## src/design/ptrs_pkg.sv

```systemverilog
`timescale 1ns / 1ps
`default_nettype none
package ptrs_pkg;

  // field widths
  localparam int TYPE_W = 6;
  localparam int ACT_W  = 2;
  localparam int CNT_W  = 32;
  localparam int RATE_W = 48;
  localparam int KEEP_W = 16;

  // defaults
  localparam int ENTRIES_DEF = 16;
  localparam logic [KEEP_W-1:0] KEEP_RESET = 16'd58982;

  // action codes
  localparam logic [ACT_W-1:0] ACT_COUNT  = 2'd0;
  localparam logic [ACT_W-1:0] ACT_PERIOD = 2'd1;
  localparam logic [ACT_W-1:0] ACT_RESET  = 2'd2;

  // result status codes
  localparam logic STATUS_REPORT   = 1'b0;
  localparam logic STATUS_BAD_TYPE = 1'b1;

  // one statistics entry as stored in memory
  typedef struct packed {
    logic [CNT_W-1:0]  sent_cnt;
    logic [CNT_W-1:0]  recv_cnt;
    logic [RATE_W-1:0] sent_rate;
    logic [RATE_W-1:0] recv_rate;
  } entry_t;

  // memory port controls
  typedef struct packed {
    logic rd_en;
    logic wr_en;
    logic clear;
  } mem_ctl_t;

  typedef enum logic [2:0] {
    S_IDLE,
    S_COUNT,
    S_ERROR,
    S_READ,
    S_MUL,
    S_SUM
  } state_t;

endpackage
`default_nettype wire

```

## src/design/ptrs_smooth.sv

```systemverilog
`timescale 1ns / 1ps
`default_nettype none
module ptrs_smooth (
  input  wire logic                        clk,
  input  wire logic                        load,
  input  wire logic [ptrs_pkg::KEEP_W-1:0] keep,
  input  wire logic [ptrs_pkg::RATE_W-1:0] rate,
  input  wire logic [ptrs_pkg::CNT_W-1:0]  count,
  output logic      [ptrs_pkg::RATE_W-1:0] result
);
  import ptrs_pkg::*;

  localparam int HALF = RATE_W / 2;
  localparam int FULL = KEEP_W + RATE_W;

  logic [KEEP_W:0]        fresh;
  logic [KEEP_W+HALF-1:0] prod_hi;
  logic [KEEP_W+HALF-1:0] prod_lo;
  logic [KEEP_W+CNT_W:0]  prod_new;
  logic [FULL-1:0]        held_full;

  // weight of the new count: 1.0 - keep
  assign fresh = {1'b1, {KEEP_W{1'b0}}} - {1'b0, keep};

  // stage 1: partial products of keep*rate and the count term
  always_ff @(posedge clk) begin
    if (load) begin
      prod_hi  <= keep * rate[RATE_W-1:HALF];
      prod_lo  <= keep * rate[HALF-1:0];
      prod_new <= fresh * count;
    end
  end

  // stage 2: recombine, drop the Q0.16 fraction, add count term mod 2^48
  assign held_full = {prod_hi, {HALF{1'b0}}} + FULL'(prod_lo);
  assign result    = held_full[FULL-1:KEEP_W] + prod_new[RATE_W-1:0];

endmodule
`default_nettype wire

```

## config.mk

```make
export PLATFORM = sky130hd
export DESIGN_NAME = ptrs_smooth
export DESIGN_NICKNAME = d
export VERILOG_FILES = /design/src/design/ptrs_pkg.sv /design/src/design/ptrs_smooth.sv
export SDC_FILE = /design/constraint.sdc
export NUM_CORES = 2
export LEC_CHECK = 0
export ABC_AREA = 1
export ABC_CLOCK_PERIOD_IN_PS = 9250
export BUFFER_PORTS_ARGS = -buffer_cell sky130_fd_sc_hd__buf_2
export CAP_MARGIN = 20
export CORE_UTILIZATION = 60
export CTS_CLUSTER_SIZE = 12
export DETAILED_ROUTE_END_ITERATION = 10
export PLACE_DENSITY_LB_ADDON = 0.05
export SYNTH_ARGS = -nofsm -noshare
export SYNTH_HDL_FRONTEND = slang
export SYNTH_SLANG_ARGS = --single-unit
```

## constraint.sdc

```tcl
create_clock -name clk -period 9.25 [get_ports clk]
set_clock_uncertainty 0.15 [all_clocks]
set_input_delay 0.925 -clock clk [delete_from_list [all_inputs] [get_ports clk]]
set_output_delay 0.925 -clock clk [all_outputs]
set_load 0.02 [all_outputs]
```

==> impl_metrics.yaml <==
global_route:
  antenna_found_initial: 4
  track_usage_pct: 37.23
  grt_pass1_vias: 47290
  grt_max_degree: 76
  grt_overflow: 0
  grt_pass1_wl_um: 258000
routing:
  via_per_inst: 5.425
  drc: 0
  routed-via-count: 45960
  first_pass_iters: 6
  wl_per_cell_um: 19.17
  ant_nets: 0
  wl_um: 162400
  drtIter0Drc: 3499
critical_path:
  crit_top_cell: "inv_1"
  cp-end-kind: "register"
  cp_data_arrival_time_ns: 8.14
  crit_type: "input port to register"
  critical_path.slowest_cell: "inv_1"
  cp_num_buf_inv: 11
  cpPeakStageDelay_ns: 0.58
  worstPathMaxFanout: 15
  start_kind: "input port"
  crit_required_ns: 9.22
  cp_top_family: "adder cells"
logic_synthesis:
  synth.ff_latch_count: 112
  async_flop_share_pct: 0
  synthSimpleGateAreaFrac_pct: 22.59
  syn_nets: 8925
  synth_edf_count: 112
  ys_seq_area_share_pct: 6.299
  postSynthCellCount: 7362
  synth_ff_type: "edfxtp_1"
  syn_area_um2: 53400
  yosys.area_share.adder_pct: 49.25
  avgSynthCellArea_um2: 7.253
  synth_top_family_by_area: "adder cells"
  synth_compound_area_share_pct: 3.944
  ys_types: 45
  synthMuxAreaShare_pct: 0
  synth_warnings: 0
  synth_xor_area_share_pct: 1.886
clock_network:
  ctsHoldBuffers: 0
  clk_pin_slew_worst_paths_ns: 0.08
  cts_tree: "yes"
  clkSinkCount: 112
  cts_htree_levels: 3
  cts_setup_buffers: 0
  cts_root_buffer: "clkbuf_16"
  cts_buffer_depth: 2
  post_cts_resized: 0
  numCtsBuffers: 9
floorplanning:
  coreArea_um2: 88240
  io_pins: 146
  die-area_um2: 90190
  rows: 109
  die_w_um: 300.3
  dieHeight_um: 300.3
  initial_utilization_pct: 60.51
sta:
  tightest_slew_ns: 0.9334
  min_period_ns: 8.166
  fmaxAchievable_mhz: 122.5
  fin_setup_tns_ns: 0
  finalSetupViolations: 0
  slew_violations: 0
  final-hold-violation-count: 0
  period_share_pct: 88.28
  rsz0062_at_grt: "no"
  slew_headroom_pct: 37.77
finish:
  multi_input_area_um2: 41470
  area_delta_synth_final_pct: 3.276
  final_common_cell: "nand2_1"
  fillCellCount: 8369
  regArea_um2: 3363
  drive_above_1_share_pct: 3.765
  layout_common_cells: "2196 x nand2_1, 1961 x inv_1, 1061 x fa_1"
  final_nets: 8863
status:
  status: "complete, no violations"
place:
  io_buffer_count: 145
  gp_congestion: 1.001
  dpl.hpwl_um: 133200
flow_run:
  cap_violations: 0
hold_path:
  hold_class: "input port to register"
## Yosys cell counts (38+ instances only)
master,number,share of area [%]
a21oi_1,217,2.0
clkbuf_1,212,1.5
edfxtp_1,112,6.3
fa_1,1061,40
ha_1,404,9.5
inv_1,1961,14
nand2_1,2196,15
nand3_1,153,1.4
nand4_1,77,0.90
nor2_1,489,3.4
nor3_1,38,0.36
o21ai_0,132,1.2
xor2_1,89,1.5
## logic make-up after synthesis
kind of cell,after synthesis
adder cells (fa/ha/maj),1465
buffers and inverters,2244
XOR/XNOR,115
flip-flops,112
AND/OR/NAND/NOR,3028
AO/OA/AOI/OAI,398
## worst paths after layout
kind / cells after the start / to / from
hold / removal: 3 / prod_new[0] / count[0]
setup / recovery: 30 / prod_new[25] / keep[2]
## final cells by class
type                            count  share of cell area [%]
Timing Repair Buffer              195                   2.051
Tap cell                         1165                   2.643
Antenna cell                        2                0.009076
Clock buffer                        9                  0.4084
Multi-Input combinational cell   5006                   75.20
Clock inverter                      7                  0.1248
Sequential cell                   112                   6.099
Inverter                         1976                   13.46
## per-stage QoR
step / hold slack (ns) / worst slack, ns / util (%) / area, um^2 / cells
global placement: 1.279 / 0.7887 / 62.16 / 54850 / 8454
detailed placement: 1.281 / 0.7217 / 62.16 / 54850 / 8454
finish: 0.9134 / 1.084 / 62.50 / 55150 / 8472
global route: 0.9198 / 0.7631 / 62.49 / 55140 / 8470
floorplan: 0.8875 / 2.389 / - / 53400 / 7362
CTS: 0.8931 / 1.089 / 62.49 / 55140 / 8470
## registers in the layout, summed over array words and instances (netlist names)
register / flops
prod_new: 48
prod_hi: 40
prod_lo: 24
## tightest hold or removal path: cells and delay by family
family        cells  cell delay (ns)
simple gates      1             0.10
buf+inv           2             0.24
## layer usage
metal  part of all wire, %  vias to the layer above  track usage, %
met5                 0.016                        -               0
met4                   3.8                        4           12.55
met3                   7.9                      344           4.567
met2                    48                     1909           63.02
met1                    41                    22590           49.57
li1                      -                    21120               -
Power is left out: the tool's default activity adds up to more than one toggle a clock period on the data nets, which glitch-free logic cannot reach.
