--- config.mk ---
export PLATFORM = sky130hd
export DESIGN_NAME = ptrs_store
export DESIGN_NICKNAME = d
export VERILOG_FILES = /design/src/design/ptrs_pkg.sv /design/src/design/ptrs_store.sv
export SDC_FILE = /design/constraint.sdc
export NUM_CORES = 2
export LEC_CHECK = 0
export ABC_AREA = 1
export BUFFER_PORTS_ARGS = -buffer_cell sky130_fd_sc_hd__buf_4
export CAP_MARGIN = 20
export CORE_ASPECT_RATIO = 1.25
export CORE_UTILIZATION = 44
export DETAILED_ROUTE_END_ITERATION = 10
export PLACE_DENSITY = 0.61
export SLEW_MARGIN = 20
export SYNTH_ARGS = -nofsm -noshare
export SYNTH_HDL_FRONTEND = slang
export SYNTH_SLANG_ARGS = --single-unit
--- constraint.sdc ---
create_clock -name clk -period 8.05 [get_ports clk]
set_clock_uncertainty 0.2 [all_clocks]
set_input_delay 0.805 -clock clk [delete_from_list [all_inputs] [get_ports clk]]
set_output_delay 0.805 -clock clk [all_outputs]
set_load 0.02 [all_outputs]
--- src/design/ptrs_pkg.sv ---
`timescale 1ns / 1ps
`default_nettype none
package ptrs_pkg;

  // field widths
  localparam int TYPE_W = 6;
  localparam int ACT_W  = 2;
  localparam int CNT_W  = 32;
  localparam int RATE_W = 48;
  localparam int KEEP_W = 16;

  // defaults
  localparam int ENTRIES_DEF = 16;
  localparam logic [KEEP_W-1:0] KEEP_RESET = 16'd58982;

  // action codes
  localparam logic [ACT_W-1:0] ACT_COUNT  = 2'd0;
  localparam logic [ACT_W-1:0] ACT_PERIOD = 2'd1;
  localparam logic [ACT_W-1:0] ACT_RESET  = 2'd2;

  // result status codes
  localparam logic STATUS_REPORT   = 1'b0;
  localparam logic STATUS_BAD_TYPE = 1'b1;

  // one statistics entry as stored in memory
  typedef struct packed {
    logic [CNT_W-1:0]  sent_cnt;
    logic [CNT_W-1:0]  recv_cnt;
    logic [RATE_W-1:0] sent_rate;
    logic [RATE_W-1:0] recv_rate;
  } entry_t;

  // memory port controls
  typedef struct packed {
    logic rd_en;
    logic wr_en;
    logic clear;
  } mem_ctl_t;

  typedef enum logic [2:0] {
    S_IDLE,
    S_COUNT,
    S_ERROR,
    S_READ,
    S_MUL,
    S_SUM
  } state_t;

endpackage
`default_nettype wire

--- src/design/ptrs_store.sv ---
`timescale 1ns / 1ps
`default_nettype none
module ptrs_store #(
  parameter int ENTRIES = ptrs_pkg::ENTRIES_DEF,
  parameter int AW      = 4
) (
  input  wire logic              clk,
  input  wire logic              rst,
  input  wire ptrs_pkg::mem_ctl_t ctl,
  input  wire logic [AW-1:0]     rd_addr,
  output ptrs_pkg::entry_t       rd_data,
  input  wire logic [AW-1:0]     wr_addr,
  input  wire ptrs_pkg::entry_t  wr_data
);
  import ptrs_pkg::*;

  entry_t             mem [ENTRIES];
  entry_t             mem_q;
  logic [ENTRIES-1:0] valid;
  logic               hit;

  // statistics memory, one read and one write port
  always_ff @(posedge clk) begin
    if (ctl.wr_en) begin
      mem[wr_addr] <= wr_data;
    end
    if (ctl.rd_en) begin
      mem_q <= mem[rd_addr];
      hit   <= valid[rd_addr];
    end
  end

  // per-entry valid bits; an unwritten entry reads as zero
  always_ff @(posedge clk) begin
    if (rst || ctl.clear) begin
      valid <= '0;
    end else if (ctl.wr_en) begin
      valid[wr_addr] <= 1'b1;
    end
  end

  assign rd_data = hit ? mem_q : '0;

endmodule
`default_nettype wire

==> impl_metrics.toml <==
[synth]
synth-async-reset-ratio_pct = 0
synth.most_common_cell = "sky130_fd_sc_hd__nand2_1"
post_synth_fa_ha_maj_area_fraction_pct = 0
syn-cell-area_um2 = 113000
dominant_combinational_cell_family_by_area_after_synthesis = "simple AND/OR/NAND/NOR gates"
ys_top_cells_by_count = "sky130_fd_sc_hd__nand2_1 (3671), sky130_fd_sc_hd__edfxtp_1 (2721), sky130_fd_sc_hd__nand3_1 (1860)"
dominant_cells_by_area_after_synthesis = "sky130_fd_sc_hd__edfxtp_1 (73%), sky130_fd_sc_hd__nand2_1 (12%), sky130_fd_sc_hd__nand3_1 (8.3%), sky130_fd_sc_hd__inv_1 (3.8%), sky130_fd_sc_hd__buf_2 (1.1%)"
post_synth_and_or_nand_nor_area_fraction_pct = 20.8
synth-compound-area-share_pct = 0.0222
synth-xor-area-share_pct = 0
synth.lib_cells_used.distinct = 18
postSynth.topFlopCell = "sky130_fd_sc_hd__edfxtp_1"
avgSynthCellArea_um2 = 11.2
synth_cells = 10000
synth.yosys.warnings = 0
synthDominantCellAreaShare_pct = 72.6
ys_seq_elements = 2737
synth-seq-area-share_pct = 72.9
post-synth-top-area-cell = "sky130_fd_sc_hd__edfxtp_1"
synth_fp_nets = 10200
number_of_enable_type_register_cells_in_the_synthesized_netlist = 2721
synth.mux.area_fraction_pct = 0

[place]
detailedPlacementHpwl_mm = 137
placed_area_um2 = 118000
place.detailed.instances = 13200
place_congestion = 0.753
port-buffer-count = 332

[status]
outcome = "finished, final reports clean"

[power]
leak_pwr_uw = 0.0508
p_int_uw = 23600
p_total_uw = 30500
vdd.ir_drop.worst_mv = 0.166
share_seq_of_total_power_pct = 53.0
share_clk_of_total_power_pct = 40.7
power_switching_share_pct = 22.4
share_comb_of_total_power_pct = 6.3
net-switching-power_uw = 6840
pwr_density_cell_nw_per_um2 = 241

[cts]
clock_tree_from_tritoncts = "built"
clk_pin_slew_ns = 0.06
cts-buffers-inserted = 278
clock_latency_ns = 0.85
ctsResizeCount = 0
clock_sinks = 2737
htree_num_levels = 5
post-cts-setup-buffers = 0
cts.path.max_buffers = 4
clk_root_buffer_cell = "sky130_fd_sc_hd__clkbuf_16"

[worst_hold_path]
timing.hold.worst.class = "input port to flop"

[detailed_routing]
drt-pass1-iter-count = 7
drc_errors = 0
routed_wl_mm = 297
drt_iter0_drc = 6985
drt-vias-per-instance = 5.28
dr_vias = 72600
route.detailed.wl_per_inst_um = 21.6
postRouteAntennaNets = 0

[setup_path]
critical_path.slowest_cell = "sky130_fd_sc_hd__buf_12"
path_buf_inv = 3
crit_path_start_kind = "flop"
path_delay_family = "buffers and inverters"
critical_path_class = "flop to output port"
cp-end-kind = "output port"
critPathMaxStageDelay_ns = 0.63
cp_data_arrival_time_ns = 2.70
cp_max_fo = 127
cp.required_ns = 7.05
cells_along_the_critical_path = "buf_12, nand2_1, inv_1, buf_4"

[run]
number_of_max_capacitance_violations_reported = 0

[grt]
first_global_vias = 71000
maximum_number_of_pins_on_one_net_before_global_route_repair = 226
grt_pass1_wl_mm = 442
global_route.overflow_total = 0
use_met3_pct = 3.70
groute.layer.met2.usage_pct = 37.3
grt_use_total_pct = 22.7
grt_most_used_layer = "met2"
groute.layer.met1.usage_pct = 31.2
antenna_found_initial = 46

[sta]
slew_headroom_pct = 15.4
finalSetupViolations = 0
fmaxAchievable_mhz = 270
rsz0062_at_grt = "false"
worst_pin_slew_ns = 1.27
finalWorstPathRequiredPeriod_ns = 3.71
drv_slew = 0
hold_viol_final = 0
fin_hold_ws_ns = 0.0574
layout_worst_path_cycle_share_pct = 46.1

[final_layout]
fillerInstances = 22200
area_growth_syn_to_layout_pct = 12.1
final_layout_size_suffix_gt1_share_pct = 7.94
fin_nets = 10400
final_cell_area_um2 = 126000
final-instance-count-excl-fill = 13700
postLayoutCoreUtil_pct = 49.6

[floorplan]
floorplan.die.width_um = 454
dieArea_um2 = 258000
site_row_count = 207
coreArea_um2 = 254000
effective_utilization_at_floorplan_pct = 44.3
io_pins = 333
die_height_um = 568
-- final timing paths --
kind                         startpoint                     end  slack, ns  cells past startpoint
setup / recovery          hit$_DFFE_PP_             rd_data[52]       4.34                      4
hold / removal             wr_data[117]  mem[11][117]$_DFFE_PP_       0.06                      1
setup reg to reg  mem[12][53]$_DFFE_PP_     mem_q[53]$_DFFE_PP_       6.55                      5
hold reg to reg   valid[0]$_SDFFE_PP0P_   valid[0]$_SDFFE_PP0P_       0.26                      2
-- through the flow --
step	TNS (ns)	setup slack, ns
after floorplan	-227.02	-0.708
after global routing	0	4.25
after global placement	0	4.07
after detailed placement	0	4.05
after CTS	0	4.23
final	0	4.34
-- kinds of logic (layout without fill, tap and decap cells) --
| group | Yosys count | in the layout |
|---|---|---|
| AOI/OAI and AO/OA | 5 | 5 |
| buffers and inverters | 1696 | 2041 |
| and+or+nand+nor | 5592 | 5592 |
| other | 0 | 17 |
| DFF | 2737 | 2737 |
-- repair_timing --
item	in CTS	in global routing
setup endpoints to repair	0	0
hold buffers	10	0
hold endpoints to repair	119	0
-- metal layers --
metal	share of wire [%]	routed length (um)
met1	42	126000
met2	48	142000
met3	7.3	21700
met4	2.3	6900
met5	0.092	274
-- flip-flops by register name (all words and copies together) (netlist names) --
register	flops
hit	1
mem	2560
mem_q	160
valid	16
-- worst register-to-register path, stage by stage, from the launching register on --
cell and delay (ns):
sky130_fd_sc_hd__edfxtp_1 0.35, sky130_fd_sc_hd__or2_2 0.28, sky130_fd_sc_hd__nand3_1 0.07, sky130_fd_sc_hd__nand3_1 0.14, sky130_fd_sc_hd__nand3_1 0.12, sky130_fd_sc_hd__nand2_1 0.07
-- cell type report --
cell class	count	area, um2	area share, %
Clock inverter	141	1200	0.955
Clock buffer	335	7320	5.80
Sequential cell	2737	82000	65.0
Tap cell	3344	4180	3.31
Timing Repair Buffer	424	3600	2.85
Antenna cell	17	42.5	0.0337
Multi-Input combinational cell	5597	23500	18.6
Inverter	1141	4390	3.48
-- cells in the final DEF, fill, tap and decap left out, types with 18 or more instances in the layout --
cell                        netlist  final
sky130_fd_sc_hd__buf_4           64    381
sky130_fd_sc_hd__inv_1         1137   1127
sky130_fd_sc_hd__nand2_1       3671   3671
sky130_fd_sc_hd__edfxtp_1      2721   2721
sky130_fd_sc_hd__or2_2           25     25
sky130_fd_sc_hd__nand3_1       1860   1860
sky130_fd_sc_hd__clkinv_1         0     61
sky130_fd_sc_hd__clkbuf_1       156     50
sky130_fd_sc_hd__buf_12           1     27
sky130_fd_sc_hd__clkbuf_16        0    285
sky130_fd_sc_hd__bufinv_16        0     18
sky130_fd_sc_hd__nor2_1          32     26
sky130_fd_sc_hd__clkinv_2         0     44
-- power groups by stage --
| stage | registers, uW | clock network, uW | logic (uW) |
|---|---|---|---|
| global route | 16200 | 13100 | 2120 |
| detailed placement | 16500 | 0 | 1930 |
| global placement | 16400 | 0 | 1890 |
| CTS | 16200 | 12600 | 1940 |
| floorplan | 16400 | 0 | 1150 |
| finish | 16100 | 12400 | 1920 |
No activity file was read; power rests on OpenSTA's default activity.
